**config.mk**
```make
export PLATFORM = sky130hd
export DESIGN_NAME = integer_to_padded_ascii
export DESIGN_NICKNAME = d
export VERILOG_FILES = /design/src/hdl/itpa_pkg.sv /design/src/hdl/integer_to_padded_ascii.sv /design/src/hdl/itpa_front.sv /design/src/hdl/itpa_queue.sv /design/src/hdl/itpa_back.sv
export VERILOG_INCLUDE_DIRS = /design/src /design/src/hdl
export SDC_FILE = /design/constraint.sdc
export NUM_CORES = 1
export LEC_CHECK = 0
export ABC_AREA = 1
export ABC_CLOCK_PERIOD_IN_PS = 14850
export BUFFER_PORTS_ARGS = -buffer_cell sky130_fd_sc_hd__buf_2
export CAP_MARGIN = 25
export CORE_ASPECT_RATIO = 0.6
export CORE_UTILIZATION = 65
export CTS_CLUSTER_DIAMETER = 100
export CTS_CLUSTER_SIZE = 30
export DETAILED_ROUTE_END_ITERATION = 10
export PLACE_DENSITY_LB_ADDON = 0.3
export SYNTH_ARGS = -nofsm -noshare
export SYNTH_HDL_FRONTEND = slang
export SYNTH_SLANG_ARGS = --single-unit
export TNS_END_PERCENT = 50
```
**constraint.sdc**
```tcl
create_clock -name clk -period 14.85 [get_ports clk]
set_input_delay 1.485 -clock clk [delete_from_list [all_inputs] [get_ports clk]]
set_output_delay 1.485 -clock clk [all_outputs]
set_load 0.005 [all_outputs]
```
**src/hdl/assert_macros.svh**
```systemverilog
// ----------------------------------------------------------------------------
// assert_macros.svh
// assertion helpers shared by the formatter modules
// ----------------------------------------------------------------------------
`ifndef ASSERT_MACROS_SVH
`define ASSERT_MACROS_SVH

// property checked on every rising clock edge outside reset
`define ITPA_ASSERT(label, prop, msg) \
  label: assert property (@(posedge clk) disable iff (rst) (prop)) else $error(msg);

// condition that must never hold
`define ITPA_NEVER(label, expr, msg) \
  `ITPA_ASSERT(label, !(expr), msg)

`endif

```
**src/hdl/itpa_pkg.sv**
```systemverilog
// ----------------------------------------------------------------------------
// itpa_pkg
// types, codes and character helpers for the padded integer formatter
// ----------------------------------------------------------------------------
package itpa_pkg;

  localparam int MAX_OUT_CHARS_DEF = 64;
  localparam int QUEUE_DEPTH_DEF   = 2;

  // digit positions held by the back end
  localparam int NDEC = 20;
  localparam int NHEX = 16;

  // conversion kinds
  localparam logic [2:0] KIND_D     = 3'd0;
  localparam logic [2:0] KIND_I     = 3'd1;
  localparam logic [2:0] KIND_U     = 3'd2;
  localparam logic [2:0] KIND_XLOW  = 3'd3;
  localparam logic [2:0] KIND_XUP   = 3'd4;
  localparam logic [2:0] KIND_PTR   = 3'd5;

  localparam logic [7:0] CH_SPACE = 8'h20;
  localparam logic [7:0] CH_MINUS = 8'h2d;
  localparam logic [7:0] CH_ZERO  = 8'h30;
  localparam logic [7:0] CH_X     = 8'h78;
  localparam logic [7:0] CH_UPA   = 8'h41;
  localparam logic [7:0] CH_LOWA  = 8'h61;

  typedef enum logic [2:0] {
    ST_IDLE,
    ST_CONV,
    ST_STRIP,
    ST_PAD,
    ST_PRE,
    ST_DIG
  } st_t;

  // classified item handed from front to back
  typedef struct packed {
    logic [63:0] mag;     // magnitude, d/i values sit in the upper half
    logic        hex;     // base 16, else base 10
    logic        short32; // only 32 bits to convert
    logic        upper;   // upper-case hex letters
    logic        neg;     // minus sign
    logic        prefix;  // 0x prefix
  } item_t;

  function automatic logic [7:0] digit_char(input logic [3:0] nib, input logic upper);
    logic [7:0] ch;
    if (nib < 4'd10) begin
      ch = CH_ZERO + {4'b0, nib};
    end else if (upper) begin
      ch = CH_UPA + {4'b0, nib - 4'd10};
    end else begin
      ch = CH_LOWA + {4'b0, nib - 4'd10};
    end
    return ch;
  endfunction

endpackage

```
**src/hdl/integer_to_padded_ascii.sv**
```systemverilog
// sequence: one item is taken from the queue, shifted through the bcd register for u
//   and d/i (hex skips the conversion), stripped of leading zero digits, then sent
//   one character per cycle into the output register while out_stall allows
// occupancy: the back end takes no new item until the last one is fully sent, as it
//   has one shared bcd shift register and a one-character output port
// reset: synchronous rst empties the queue, idles the back end, drops out_valid
// ----------------------------------------------------------------------------
// integer_to_padded_ascii
// printf-style d/i/u/x/X/p formatter with left space padding, one char per beat
// ----------------------------------------------------------------------------
module integer_to_padded_ascii #(
  parameter int MAX_OUT_CHARS = itpa_pkg::MAX_OUT_CHARS_DEF,
  parameter int QUEUE_DEPTH   = itpa_pkg::QUEUE_DEPTH_DEF
) (
  input  logic        clk,
  input  logic        rst,
  input  logic        in_valid,
  output logic        in_stall,
  input  logic [63:0] value,
  input  logic [2:0]  conv_kind,
  input  logic [6:0]  field_width,
  output logic        out_valid,
  input  logic        out_stall,
  output logic [7:0]  out_char,
  output logic        last_char
);
  import itpa_pkg::*;

  localparam int WW = $clog2(MAX_OUT_CHARS + 1);
  localparam int DW = $bits(item_t) + WW;

  item_t         f_item;
  logic [WW-1:0] f_width;
  logic          push;
  logic          pop;
  logic          q_full;
  logic          q_empty;
  logic [DW-1:0] q_data;
  item_t         q_item;
  logic [WW-1:0] q_width;

  itpa_front #(
    .MAX_OUT_CHARS (MAX_OUT_CHARS),
    .WW            (WW)
  ) u_front (
    .in_valid    (in_valid),
    .in_stall    (in_stall),
    .value       (value),
    .conv_kind   (conv_kind),
    .field_width (field_width),
    .q_full      (q_full),
    .push        (push),
    .item        (f_item),
    .width       (f_width)
  );

  itpa_queue #(
    .DW    (DW),
    .DEPTH (QUEUE_DEPTH)
  ) u_queue (
    .clk   (clk),
    .rst   (rst),
    .push  (push),
    .wdata ({f_width, f_item}),
    .pop   (pop),
    .rdata (q_data),
    .full  (q_full),
    .empty (q_empty)
  );

  assign q_item  = q_data[$bits(item_t)-1:0];
  assign q_width = q_data[DW-1 -: WW];

  itpa_back #(
    .MAX_OUT_CHARS (MAX_OUT_CHARS),
    .WW            (WW)
  ) u_back (
    .clk       (clk),
    .rst       (rst),
    .q_item    (q_item),
    .q_width   (q_width),
    .q_empty   (q_empty),
    .pop       (pop),
    .out_valid (out_valid),
    .out_stall (out_stall),
    .out_char  (out_char),
    .last_char (last_char)
  );

endmodule

```
**src/hdl/itpa_front.sv**
```systemverilog
// ----------------------------------------------------------------------------
// itpa_front
// accepts input beats, classifies the conversion and clamps the width
// ----------------------------------------------------------------------------
module itpa_front #(
  parameter int MAX_OUT_CHARS = itpa_pkg::MAX_OUT_CHARS_DEF,
  parameter int WW            = $clog2(MAX_OUT_CHARS + 1)
) (
  input  logic                 in_valid,
  output logic                 in_stall,
  input  logic [63:0]          value,
  input  logic [2:0]           conv_kind,
  input  logic [6:0]           field_width,
  input  logic                 q_full,
  output logic                 push,
  output itpa_pkg::item_t      item,
  output logic [WW-1:0]        width
);
  import itpa_pkg::*;

  localparam int CW = (WW > 7) ? WW : 7;

  logic [CW-1:0] fw_ext;
  logic          signed_kind;
  logic [31:0]   low;
  logic [31:0]   mag32;

  assign in_stall = q_full;
  assign push     = in_valid && !q_full;

  assign fw_ext = CW'(field_width);
  assign width  = (fw_ext > CW'(MAX_OUT_CHARS)) ? WW'(MAX_OUT_CHARS) : WW'(fw_ext);

  assign signed_kind = (conv_kind == KIND_D) || (conv_kind == KIND_I);
  assign low         = value[31:0];
  assign mag32       = low[31] ? (32'd0 - low) : low;

  always_comb begin
    item = '0;
    case (conv_kind)
      KIND_D, KIND_I: begin
        item.mag     = {mag32, 32'd0};
        item.short32 = 1'b1;
        item.neg     = low[31];
      end
      KIND_U: begin
        item.mag = value;
      end
      KIND_XLOW: begin
        item.mag = value;
        item.hex = 1'b1;
      end
      KIND_PTR: begin
        item.mag    = value;
        item.hex    = 1'b1;
        item.prefix = 1'b1;
      end
      default: begin
        // X and the unused codes
        item.mag   = value;
        item.hex   = 1'b1;
        item.upper = 1'b1;
      end
    endcase
    if (!signed_kind) begin
      item.neg = 1'b0;
    end
  end

endmodule

```
**src/hdl/itpa_queue.sv**
```systemverilog
// ----------------------------------------------------------------------------
// itpa_queue
// short register queue between the front and back ends
// ----------------------------------------------------------------------------
`include "assert_macros.svh"

module itpa_queue #(
  parameter int DW    = 8,
  parameter int DEPTH = itpa_pkg::QUEUE_DEPTH_DEF
) (
  input  logic          clk,
  input  logic          rst,
  input  logic          push,
  input  logic [DW-1:0] wdata,
  input  logic          pop,
  output logic [DW-1:0] rdata,
  output logic          full,
  output logic          empty
);
  import itpa_pkg::*;

  localparam int AW = $clog2(DEPTH);
  localparam int CNTW = $clog2(DEPTH + 1);

  logic [DW-1:0]   mem [DEPTH];
  logic [AW-1:0]   wr_ptr;
  logic [AW-1:0]   rd_ptr;
  logic [CNTW-1:0] count;

  assign full  = (count == CNTW'(DEPTH));
  assign empty = (count == '0);
  assign rdata = mem[rd_ptr];

  always_ff @(posedge clk) begin
    if (push) begin
      mem[wr_ptr] <= wdata;
    end
  end

  always_ff @(posedge clk) begin
    if (rst) begin
      wr_ptr <= '0;
      rd_ptr <= '0;
      count  <= '0;
    end else begin
      if (push) begin
        wr_ptr <= (wr_ptr == AW'(DEPTH - 1)) ? '0 : wr_ptr + 1'b1;
      end
      if (pop) begin
        rd_ptr <= (rd_ptr == AW'(DEPTH - 1)) ? '0 : rd_ptr + 1'b1;
      end
      case ({push, pop})
        2'b10:   count <= count + 1'b1;
        2'b01:   count <= count - 1'b1;
        default: count <= count;
      endcase
    end
  end

  `ITPA_NEVER(a_q_overflow, push && full && !pop, "push into full queue")
  `ITPA_NEVER(a_q_underflow, pop && empty, "pop from empty queue")
  `ITPA_ASSERT(a_q_count, (push && !pop) |=> (count == $past(count) + 1'b1), "count slip")

endmodule

```
**src/hdl/itpa_back.sv**
```systemverilog
// ----------------------------------------------------------------------------
// itpa_back
// converts one queued item to digits and sends its characters
// ----------------------------------------------------------------------------
`include "assert_macros.svh"

module itpa_back #(
  parameter int MAX_OUT_CHARS = itpa_pkg::MAX_OUT_CHARS_DEF,
  parameter int WW            = $clog2(MAX_OUT_CHARS + 1)
) (
  input  logic            clk,
  input  logic            rst,
  input  itpa_pkg::item_t q_item,
  input  logic [WW-1:0]   q_width,
  input  logic            q_empty,
  output logic            pop,
  output logic            out_valid,
  input  logic            out_stall,
  output logic [7:0]      out_char,
  output logic            last_char
);
  import itpa_pkg::*;

  localparam int BW = 4 * NDEC;

  st_t           state, state_next;
  logic [63:0]   sreg, sreg_next;
  logic [BW-1:0] bcd, bcd_next;
  logic [BW-1:0] adj;
  logic [6:0]    cnt, cnt_next;
  logic [4:0]    ndig, ndig_next;
  logic [WW-1:0] pad_cnt, pad_cnt_next;
  logic [WW-1:0] width_r, width_r_next;
  logic          neg, neg_next;
  logic          prefix, prefix_next;
  logic          upper, upper_next;
  logic          pre_idx, pre_idx_next;
  logic          out_valid_next;
  logic [7:0]    out_char_next;
  logic          last_char_next;
  logic          adv;
  logic [1:0]    plen;
  logic [WW-1:0] used;
  logic [3:0]    top_nib;

  assign adv     = !out_valid || !out_stall;
  assign plen    = neg ? 2'd1 : (prefix ? 2'd2 : 2'd0);
  assign used    = WW'(ndig) + WW'(plen);
  assign top_nib = bcd[BW-1 -: 4];

  // add-3 correction on every bcd digit before the shift
  always_comb begin
    for (int i = 0; i < NDEC; i++) begin
      adj[4*i +: 4] = (bcd[4*i +: 4] >= 4'd5) ? bcd[4*i +: 4] + 4'd3 : bcd[4*i +: 4];
    end
  end

  always_ff @(posedge clk) begin
    if (rst) begin
      state     <= ST_IDLE;
      out_valid <= 1'b0;
    end else begin
      state     <= state_next;
      out_valid <= out_valid_next;
    end
  end

  always_ff @(posedge clk) begin
    sreg      <= sreg_next;
    bcd       <= bcd_next;
    cnt       <= cnt_next;
    ndig      <= ndig_next;
    pad_cnt   <= pad_cnt_next;
    width_r   <= width_r_next;
    neg       <= neg_next;
    prefix    <= prefix_next;
    upper     <= upper_next;
    pre_idx   <= pre_idx_next;
    out_char  <= out_char_next;
    last_char <= last_char_next;
  end

  always_comb begin
    state_next     = state;
    sreg_next      = sreg;
    bcd_next       = bcd;
    cnt_next       = cnt;
    ndig_next      = ndig;
    pad_cnt_next   = pad_cnt;
    width_r_next   = width_r;
    neg_next       = neg;
    prefix_next    = prefix;
    upper_next     = upper;
    pre_idx_next   = pre_idx;
    pop            = 1'b0;
    out_valid_next = out_stall ? out_valid : 1'b0;
    out_char_next  = out_char;
    last_char_next = last_char;

    case (state)
      ST_IDLE: begin
        if (!q_empty) begin
          pop          = 1'b1;
          width_r_next = q_width;
          neg_next     = q_item.neg;
          prefix_next  = q_item.prefix;
          upper_next   = q_item.upper;
          pre_idx_next = 1'b0;
          sreg_next    = q_item.mag;
          if (q_item.hex) begin
            bcd_next   = {q_item.mag, (BW - 64)'(0)};
            ndig_next  = 5'(NHEX);
            state_next = ST_STRIP;
          end else begin
            bcd_next   = '0;
            ndig_next  = 5'(NDEC);
            cnt_next   = q_item.short32 ? 7'd32 : 7'd64;
            state_next = ST_CONV;
          end
        end
      end
      ST_CONV: begin
        bcd_next  = {adj[BW-2:0], sreg[63]};
        sreg_next = {sreg[62:0], 1'b0};
        cnt_next  = cnt - 1'b1;
        if (cnt == 7'd1) begin
          state_next = ST_STRIP;
        end
      end
      ST_STRIP: begin
        // drop leading zero digits, keep at least one
        if ((ndig > 5'd1) && (top_nib == 4'd0)) begin
          bcd_next  = {bcd[BW-5:0], 4'd0};
          ndig_next = ndig - 1'b1;
        end else if (width_r > used) begin
          pad_cnt_next = width_r - used;
          state_next   = ST_PAD;
        end else if (plen != 2'd0) begin
          state_next = ST_PRE;
        end else begin
          state_next = ST_DIG;
        end
      end
      ST_PAD: begin
        if (adv) begin
          out_valid_next = 1'b1;
          out_char_next  = CH_SPACE;
          last_char_next = 1'b0;
          pad_cnt_next   = pad_cnt - 1'b1;
          if (pad_cnt == WW'(1)) begin
            state_next = (plen != 2'd0) ? ST_PRE : ST_DIG;
          end
        end
      end
      ST_PRE: begin
        if (adv) begin
          out_valid_next = 1'b1;
          last_char_next = 1'b0;
          if (neg) begin
            out_char_next = CH_MINUS;
            state_next    = ST_DIG;
          end else if (!pre_idx) begin
            out_char_next = CH_ZERO;
            pre_idx_next  = 1'b1;
          end else begin
            out_char_next = CH_X;
            state_next    = ST_DIG;
          end
        end
      end
      ST_DIG: begin
        if (adv) begin
          out_valid_next = 1'b1;
          out_char_next  = digit_char(top_nib, upper);
          last_char_next = (ndig == 5'd1);
          bcd_next       = {bcd[BW-5:0], 4'd0};
          ndig_next      = ndig - 1'b1;
          if (ndig == 5'd1) begin
            state_next = ST_IDLE;
          end
        end
      end
      default: begin
        state_next = ST_IDLE;
      end
    endcase
  end

  `ITPA_NEVER(a_pad_zero, (state == ST_PAD) && (pad_cnt == '0), "pad state with zero count")
  `ITPA_NEVER(a_dig_zero, (state == ST_DIG) && (ndig == '0), "digit state with no digits")
  `ITPA_ASSERT(a_pop_idle, pop |-> (state == ST_IDLE), "pop outside idle")

endmodule
```
==> results.json, run 1 <==
{
  "status": "finished, final reports clean",
  "cts_tree": "built",
  "rsz0062_at_grt": "false",
  "ys.flop_type": "edfxtp_1",
  "path_cells": "nand2_1 > nor2_4 > buf_4 > inv_2 > buf_4 > nand2_2 > buf_4",
  "finalHoldViolations": 0,
  "via_count": 13784,
  "skew_ps": 21.4,
  "crit_family": "buffers and inverters",
  "slowest_delay_ps": 660,
  "die_y_um": 130,
  "antenna_found_initial": 0,
  "cts_buffer_depth": 3,
  "ys_types": 41,
  "grt-ovfl-total": 0,
  "diodes": 0,
  "power_density_mw_per_mm2": 225,
  "synth_warnings": 0,
  "post_cts_buffers": 0,
  "grt_pass1_wl_um": 66500,
  "dpl_cell_area_mm2": 0.0185,
  "start_util_pct": 66.6,
  "wl_um": 43900,
  "ff2ff_path_depth": 7,
  "holdWs_ps": 472,
  "ctsResizeCount": 0,
  "synth-seq-cells": 343,
  "synth_cells": 1847,
  "hpwl_um": 30400,
  "final_area_mm2": 0.0189,
  "ir_drop_v": 0.000175,
  "ios": 89,
  "rr_endpoint": "u_back.sreg[10]$_DFFE_PP_",
  "yosysMostFrequentCell": "nand2_1",
  "final_nets": 2035,
  "min_period_over_period_pct": 24.7,
  "syn_nets": 1986,
  "finalSetupViolations": 0,
  "cts_root_buffer": "clkbuf_16",
  "synthTopCellsByArea": "edfxtp_1 (57%), nand2_1 (10%), ha_1 (4.2%), inv_1 (4.0%), o21ai_0 (3.9%)",
  "cp_max_fo": 75,
  "crit_top_cell": "buf_4",
  "rows": 46,
  "cap_violations": 0,
  "synth_top_area_share_pct": 56.6,
  "hold_path.class": "flip-flop to flip-flop",
  "avgSynthCellArea_um2": 9.59,
  "crit_type": "flip-flop to flip-flop",
  "path_depth": 7,
  "fp.dieArea_mm2": 0.0279,
  "cp-start-kind": "flip-flop",
  "async_reset_ff_share_pct": 0,
  "finalCriticalPeriod_ps": 3670,
  "detail-route-antenna-nets": 0,
  "end_kind": "flip-flop",
  "holdPathStages": 1,
  "max_slew_margin_pct": 29.6,
  "synth_commonest_cells": "nand2_1 (479), edfxtp_1 (334), inv_1 (189), nor2_1 (154), o21ai_0 (139)",
  "critPathBufInv": 4,
  "cts_buffers": 15,
  "synth_area_leader_cell": "edfxtp_1",
  "insertion_delay_ps": 510,
  "synth_edf_count": 334,
  "final_layout_size_suffix_gt1_share_pct": 8.56,
  "slew_violations": 0,
  "grt_pass1_vias": 11950,
  "cellLeakagePower_nw": 7.77,
  "hp-start": "u_queue.rd_ptr$_SDFFE_PP0P_",
  "first_pass_iters": 5,
  "core_mm2": 0.0266,
  "wl_per_cell_um": 19.4,
  "cts.clk_slew.worst_paths_ps": 120,
  "worstMarginPinSlew_ps": 1060,
  "netlist_area_mm2": 0.0177,
  "fillers": 1950,
  "ys_seq_area_share_pct": 57.6,
  "via_per_inst": 6.09,
  "gp_congestion": 0.931,
  "post-route-drc-count": 0,
  "fmax_ghz": 0.273,
  "multi_input_area_mm2": 0.00653,
  "grt_max_degree": 81,
  "cts_num_sinks": 343,
  "r2r_slack_ps": 11180,
  "syn_to_final_growth_pct": 6.86,
  "worstPathArrival_ps": 3810,
  "r2r_start": "u_back.state[0]$_SDFFE_PP0P_",
  "required_ps": 14990,
  "postCtsHoldBufs": 0,
  "grtUsageTotal_pct": 30.7,
  "critPathSlowestCell": "buf_4",
  "ff_latch_area_mm2": 0.0102,
  "fin_tns_setup_ps": 0,
  "drtIter0Drc": 2022,
  "io_buffers": 87,
  "ctsHtreeMaxLevel": 1,
  "dieWidth_um": 215
}
-- cells by family (layout without fill, tap and decap cells) --
group,count (synthesis),after routing,share of synthesized area (%)
xor gates and xnor gates,40,40,1.98
DFF,343,343,57.6
other,1,1,0.0212
AOI/OAI and AO/OA,380,380,12.9
buffers and inverters,266,323,5.80
and+or+nand+nor,756,756,17.3
adders and majority gates,61,61,4.39
-- sequential cells by signal (all words and copies together) (netlist names), named ones only --
signal / flops
u_back.cnt: 7
u_back.pad_cnt: 7
u_back.upper: 1
u_queue.rd_ptr: 1
u_back.ndig: 5
u_back.out_valid: 1
u_back.bcd: 80
u_back.width_r: 7
u_queue.wr_ptr: 1
u_queue.mem: 152
u_back.last_char: 1
u_back.state: 3
u_back.prefix: 1
u_back.neg: 1
u_back.sreg: 64
u_queue.count: 2
u_back.out_char: 7
u_back.pre_idx: 1
-- worst register-to-register path, delay by kind of cell (launching register included) --
| family | cells | cell delay, ps |
|---|---|---|
| buffers and inverters | 4 | 2330 |
| flip-flops | 1 | 530 |
| AND/OR/NAND/NOR | 3 | 400 |
-- cell usage in the layout (no fill, tap or decap), types with 2 or more instances in the layout --
| master | count |
|---|---|
| o21bai_1 | 2 |
| o22ai_1 | 3 |
| nor2_4 | 6 |
| xnor2_1 | 4 |
| buf_16 | 2 |
| nand2_1 | 478 |
| nand2_2 | 2 |
| a31oi_1 | 6 |
| o221ai_1 | 41 |
| ha_1 | 59 |
| fa_1 | 2 |
| o32ai_1 | 3 |
| dfxtp_1 | 8 |
| xor2_1 | 36 |
| o21ai_0 | 139 |
| edfxtp_1 | 334 |
| nor3_1 | 3 |
| nor2_1 | 151 |
| inv_1 | 188 |
| nand4_1 | 13 |
| clkbuf_1 | 9 |
| o211ai_1 | 35 |
| nand3_1 | 72 |
| clkbuf_16 | 15 |
| buf_2 | 87 |
| or2_2 | 25 |
| a21oi_1 | 107 |
| nand3b_1 | 2 |
| o31ai_1 | 6 |
| a21o_1 | 23 |
| buf_4 | 12 |
| a22oi_1 | 12 |
| inv_2 | 9 |
-- where the power goes --
part	internal [mW]	switching (mW)	total, mW
clock	0.197	0.290	0.488
sequential	1.66	0.207	1.86
combinational	0.553	1.36	1.91
-- how the worst max path moves through the flow --
stage / endpoint / startpoint
after CTS: u_back.sreg[37]$_DFFE_PP_ / u_back.state[0]$_SDFFE_PP0P_
after detailed placement: u_queue.mem[0][68]$_DFFE_PP_ / conv_kind[2]
after global placement: u_back.sreg[0]$_SDFFCE_PP0P_ / u_back.state[0]$_SDFFE_PP0P_
after floorplan: u_back.bcd[0]$_DFFE_PP_ / out_stall
final: u_back.sreg[10]$_DFFE_PP_ / u_back.state[0]$_SDFFE_PP0P_
after global routing: u_back.sreg[34]$_DFFE_PP_ / u_back.state[0]$_SDFFE_PP0P_
-- through the flow --
stage | worst slack [ps] | power [mW] | util [%] | instances
floorplan | 6590 | 3.17 | - | 1847
global placement | 11370 | 3.63 | 69.4 | 2237
detailed placement | 11200 | 3.71 | 69.4 | 2237
CTS | 11230 | 4.19 | 71.0 | 2262
global route | 10980 | 4.52 | 71.2 | 2264
finish | 11180 | 4.26 | 71.2 | 2264
-- per-layer routing --
metal	part of all wire [%]	track usage, %	vias up
met2	40	41.5	880
met5	0	0	-
met3	14	4.83	32
met4	0.83	3.59	0
li1	-	-	6420
met1	45	52.6	6452
-- cell type report --
class	instances	area share, %
repair buffers	101	3.07
multi-input cells	1238	34.5
well taps	360	2.38
clock inverters	1	0.106
flip-flops and latches	343	53.9
inverters	197	3.90
clock buffers	24	2.16
No activity file was read; power rests on OpenSTA's default activity.
==> run 2: changes to the inputs <==
- ABC_AREA: 1 -> 0
- ABC_CLOCK_PERIOD_IN_PS: 14850 -> 3600
- CORE_UTILIZATION: 65 -> 62
- clock period: 14.85 -> 3.6 ns (I/O delays scaled with it)
==> results.json, run 2 <==
{
  "status": "finished, final reports clean",
  "io_buffers": 87,
  "crit_family": "compound AO/OA/AOI/OAI gates",
  "avgSynthCellArea_um2": 11.6,
  "grt-ovfl-total": 0,
  "min_period_over_period_pct": 87.9,
  "wl_per_cell_um": 21.1,
  "post-route-drc-count": 0,
  "fp.dieArea_mm2": 0.0289,
  "r2r_start": "u_back.neg$_DFFE_PP_",
  "core_mm2": 0.0276,
  "ys_types": 73,
  "netlist_area_mm2": 0.0175,
  "yosysMostFrequentCell": "edfxtp_1",
  "cp_max_fo": 8,
  "path_depth": 9,
  "rows": 47,
  "grt_max_degree": 221,
  "largest-register": "u_queue.mem",
  "syn_nets": 1643,
  "cts.clk_slew.worst_paths_ps": 110,
  "cts_tree": "built",
  "holdPathStages": 3,
  "final_cell_mix": "edfxtp_1 (334), a21oi_1 (146), nor2_1 (131), nand2_1 (126), buf_2 (87)",
  "synth_commonest_cells": "edfxtp_1 (334), a21oi_1 (146), nor2_1 (132), nand2_1 (128), o21ai_0 (81)",
  "rsz0062_at_grt": "false",
  "via_per_inst": 6.31,
  "synth_cells": 1504,
  "synth_area_leader_cell": "edfxtp_1",
  "dp.cells": 1897,
  "grtUsageTotal_pct": 28.2,
  "async_reset_ff_share_pct": 0,
  "startpoint": "u_back.neg$_DFFE_PP_",
  "via_count": 12144,
  "end_kind": "flip-flop",
  "dieWidth_um": 219,
  "cts_buffers": 15,
  "finalHoldViolations": 0,
  "crit_type": "flip-flop to flip-flop",
  "critPathBufInv": 0,
  "slowest_delay_ps": 550,
  "postCtsHoldBufs": 0,
  "synth_top_area_share_pct": 57.4,
  "antenna_found_initial": 1,
  "ctsResizeCount": 0,
  "fin_tns_setup_ps": 0,
  "synthTopCellsByArea": "edfxtp_1 (57%), ha_1 (4.2%), a21oi_1 (4.2%), mux2i_1 (3.8%), nor2_1 (2.8%)",
  "max_slew_margin_pct": 37.6,
  "final_layout_size_suffix_gt1_share_pct": 9.96,
  "synth-seq-cells": 343,
  "grt_pass1_wl_um": 62100,
  "synth_warnings": 0,
  "cellLeakagePower_nw": 6.72,
  "fmax_ghz": 0.316,
  "insertion_delay_ps": 520,
  "ff2ff_path_depth": 9,
  "cts_num_sinks": 343,
  "ys_seq_area_share_pct": 58.4,
  "top_regs": "u_queue.mem (152), u_back.bcd (80), u_back.sreg (64)",
  "finalCriticalPeriod_ps": 3170,
  "first_pass_iters": 7,
  "grt_pass1_vias": 10864,
  "required_ps": 3890,
  "final_common_cell": "edfxtp_1",
  "hpwl_um": 28800,
  "final_core_util_pct": 67.9,
  "cap_violations": 0,
  "start_util_pct": 63.2,
  "fin_cells": 1925,
  "finalSetupViolations": 0,
  "cts_root_buffer": "clkbuf_16",
  "skew_ps": 22.1,
  "cts_buffer_depth": 3,
  "gp_congestion": 0.934,
  "hp-start": "value[51]",
  "path_cells": "nand2b_1 > fa_1 > xor2_1 > ha_1 > a21oi_1 > a21boi_0 > o21a_1 > or3_1 > a31o_2",
  "final_nets": 1687,
  "synth_edf_count": 334,
  "slew_violations": 0,
  "worstPathArrival_ps": 3450,
  "die_y_um": 132,
  "ys.flop_type": "edfxtp_1",
  "wl_um": 40700,
  "power_density_mw_per_mm2": 853,
  "cp-start-kind": "flip-flop",
  "drtIter0Drc": 1792,
  "ir_drop_v": 0.000453,
  "worstMarginPinSlew_ps": 910,
  "ctsHtreeMaxLevel": 1,
  "largest_register_ffs": 152,
  "ios": 89,
  "post_cts_buffers": 0,
  "critPathSlowestCell": "edfxtp_1",
  "syn_to_final_growth_pct": 7.39,
  "hold_path.class": "input pin to flip-flop",
  "detail-route-antenna-nets": 0
}
==> run 2: cell types whose count changed after synthesis, sizes merged, moves of 34 or more <==
cell / change
and2: +34
a21oi: +39
inv: -132
mux2i: +67
o21ai: -49
nand2: -351
nand3: -68
o211ai: -35
==> run 2: power by group <==
group	switching, mW	total (mW)	internal, mW	leakage, nW
Clock	1.20	2.02	0.819	0.210
Combinational	4.00	6.44	2.45	3.24
Sequential	1.03	7.55	6.51	3.27
==> run 2: layout make-up <==
type	count	area, um^2
clock inverters	2	28.8
fillers	2017	8870
inverters	65	244
clock buffers	24	409
diodes	1	2.50
multi-input cells	1020	6750
flip-flops and latches	343	10200
well taps	367	459
repair buffers	103	663
==> run 2: through the flow <==
step	power [mW]	hold WS, ps	setup WS [ps]	instance area, um^2
after floorplan	12.0	472	-737	17500
after CTS	15.9	141	462	18700
after detailed placement	13.9	506	476	18300
after global placement	13.6	490	548	18300
after global routing	17.0	149	338	18800
final	16.0	149	434	18800
==> run 2: tightest hold or removal path, stage by stage <==
cell	delay, ps
buf_2	80
nand2_1	40
o21ai_0	80
==> run 2: worst paths after layout <==
kind	to	slack [ps]
max	u_back.pad_cnt[5]$_DFFE_PP_	430
min	u_queue.mem[1][56]$_DFFE_PP_	150
max reg2reg	u_back.pad_cnt[5]$_DFFE_PP_	430
min reg2reg	u_queue.rd_ptr$_SDFFE_PP0P_	530
==> run 2: routing by layer <==
metal  track usage [%]  up-vias  wire length, um
met2              35.3      648            15700
li1                  -     5633                -
met3              8.56       41             5600
met4              3.97        0              503
met1              47.9     5822            18900
met5                 0        -                0
==> run 2: kinds of logic after synthesis <==
kind of cell | count (synthesis) | share of synthesized area, %
other cells | 1 | 0.0215
simple gates | 430 | 12.2
fa+ha+maj | 61 | 4.45
flops | 343 | 58.4
buf+inv | 141 | 3.17
mux | 77 | 4.48
xor+xnor | 79 | 3.96
compound gates | 372 | 13.3
==> run 3: changes to the inputs <==
- ABC_CLOCK_PERIOD_IN_PS: 3600 -> 2600
- CORE_UTILIZATION: 62 -> 56
- clock period: 3.6 -> 2.6 ns (I/O delays scaled with it)
==> results.json, run 3 (synthesized netlist as in run 2, its figures left out) <==
{
  "status": "finished, violations left",
  "violations": "negative setup slack",
  "insertion_delay_ps": 520,
  "grt_max_degree": 82,
  "hp-start": "field_width[6]",
  "ff_latch_area_mm2": 0.0102,
  "diodes": 0,
  "via_count": 12346,
  "cts_num_sinks": 343,
  "syn_to_final_growth_pct": 10.5,
  "final_layout_size_suffix_gt1_share_pct": 13.8,
  "die_y_um": 139,
  "ios": 89,
  "min_period_over_period_pct": 110,
  "worstMarginPinSlew_ps": 971,
  "cts.clk_slew.worst_paths_ps": 110,
  "cts_buffers": 15,
  "hpwl_um": 29700,
  "ctsHtreeMaxLevel": 1,
  "finalSetupViolations": 13,
  "grt-ovfl-total": 0,
  "largest-register": "u_queue.mem",
  "fin_ws_ps": -260,
  "grt_pass1_vias": 11247,
  "power_density_mw_per_mm2": 1200,
  "detail-route-antenna-nets": 0,
  "final_cell_mix": "edfxtp_1 (334), a21oi_1 (143), nor2_1 (128), nand2_1 (125), buf_2 (87)",
  "skew_ps": 25.5,
  "start_util_pct": 57.6,
  "grtUsageTotal_pct": 26.2,
  "hold_path.class": "input pin to flip-flop",
  "r2r_slack_ps": -260,
  "holdPathStages": 1,
  "cts_tree": "built",
  "final_core_util_pct": 63.7,
  "hold_end": "u_queue.mem[0][75]$_DFFE_PP_",
  "cp-start-kind": "flip-flop",
  "dieWidth_um": 230,
  "rows": 49,
  "finalHoldViolations": 0,
  "crit_type": "flip-flop to flip-flop",
  "cap_violations": 0,
  "rsz0062_at_grt": "true",
  "fp.dieArea_mm2": 0.0319,
  "gp_congestion": 0.960,
  "grt_pass1_wl_um": 64700,
  "final_nets": 1735,
  "cts_buffer_depth": 3,
  "multi_input_area_mm2": 0.00687,
  "io_buffers": 87,
  "r2r_start": "u_back.ndig[1]$_SDFFCE_PP0P_",
  "worstPathArrival_ps": 3060,
  "ff2ff_path_depth": 9,
  "fin_tns_setup_ps": -2570,
  "power_mw": 23.2,
  "postCtsHoldBufs": 0,
  "rr_endpoint": "u_back.pad_cnt[6]$_DFFE_PP_",
  "antenna_found_initial": 0,
  "max_slew_margin_pct": 35.3,
  "cts_root_buffer": "clkbuf_16",
  "end_kind": "flip-flop",
  "required_ps": 2800,
  "wl_per_cell_um": 20.8,
  "via_per_inst": 6.15,
  "top_regs": "u_queue.mem (152), u_back.bcd (80), u_back.sreg (64)",
  "holdWs_ps": 25.8,
  "post-place-ws_ps": -552,
  "core_mm2": 0.0303,
  "startpoint": "u_back.ndig[1]$_SDFFCE_PP0P_",
  "fillers": 2339,
  "cp_max_fo": 7,
  "drtIter0Drc": 1609,
  "ir_drop_v": 0.000834,
  "fmax_ghz": 0.350,
  "final_common_cell": "edfxtp_1",
  "largest_register_ffs": 152,
  "post-route-drc-count": 0,
  "wl_um": 41800,
  "cellLeakagePower_nw": 6.98,
  "first_pass_iters": 6,
  "finalCriticalPeriod_ps": 2860,
  "slew_violations": 0
}
run 3: cell count changes in the layout (fill, tap and decap cells not counted), sizes merged:
cell	delta
buf	+48
clkbuf	-4
diode	-1
inv	-1
run 3: routing by layer:
layer / wire (um) / global-route usage (%)
met5: 0 / 0
met4: 472 / 3.97
met3: 5240 / 6.62
met2: 15800 / 32.7
met1: 20300 / 45.0
run 3: worst max path at each step:
| stage | to | cells after the start |
|---|---|---|
| after detailed placement | u_back.pad_cnt[6]$_DFFE_PP_ | 10 |
| after global routing | u_back.pad_cnt[6]$_DFFE_PP_ | 10 |
| final | u_back.pad_cnt[6]$_DFFE_PP_ | 9 |
| after floorplan | u_back.pad_cnt[0]$_DFFE_PP_ | 10 |
| after global placement | u_back.pad_cnt[6]$_DFFE_PP_ | 10 |
| after CTS | u_back.pad_cnt[5]$_DFFE_PP_ | 12 |
run 3: area by class of cell:
cell class	count	area share (%)
timing repair buffer	151	5.56
clock inverter	1	0.0842
inverter	65	1.26
tap	408	2.64
clock buffer	20	2.04
sequential	343	52.9
multi-input combinational	1020	35.6
run 3: what timing repair did:
action                     in CTS  in global routing
setup endpoints to repair      13                 27
pin swaps                       8                 22
buffers inserted                5                  6
gates resized for setup        20                 10
run 3: worst max-delay path, cell delays in order, from the launching register on:
cell      delay [ps]
edfxtp_1         480
inv_1            120
fa_2             420
xor2_1           160
ha_1             380
nand3b_1         240
a21oi_2          260
or2_4            170
nand2_4           50
o22ai_4          260
run 3: metrics by stage:
step                      instance area (um^2)  instances
after floorplan                          17500       1504
after global placement                   18700       1978
after detailed placement                 18700       1978
after CTS                                19200       2004
after global routing                     19300       2008
final                                    19300       2008
run 3: report_power, final:
part	total, mW	internal (mW)	switching, mW
combinational	10.0	4.08	5.94
clock	2.74	1.10	1.64
sequential	10.4	9.01	1.42
total	23.2	14.2	9.00
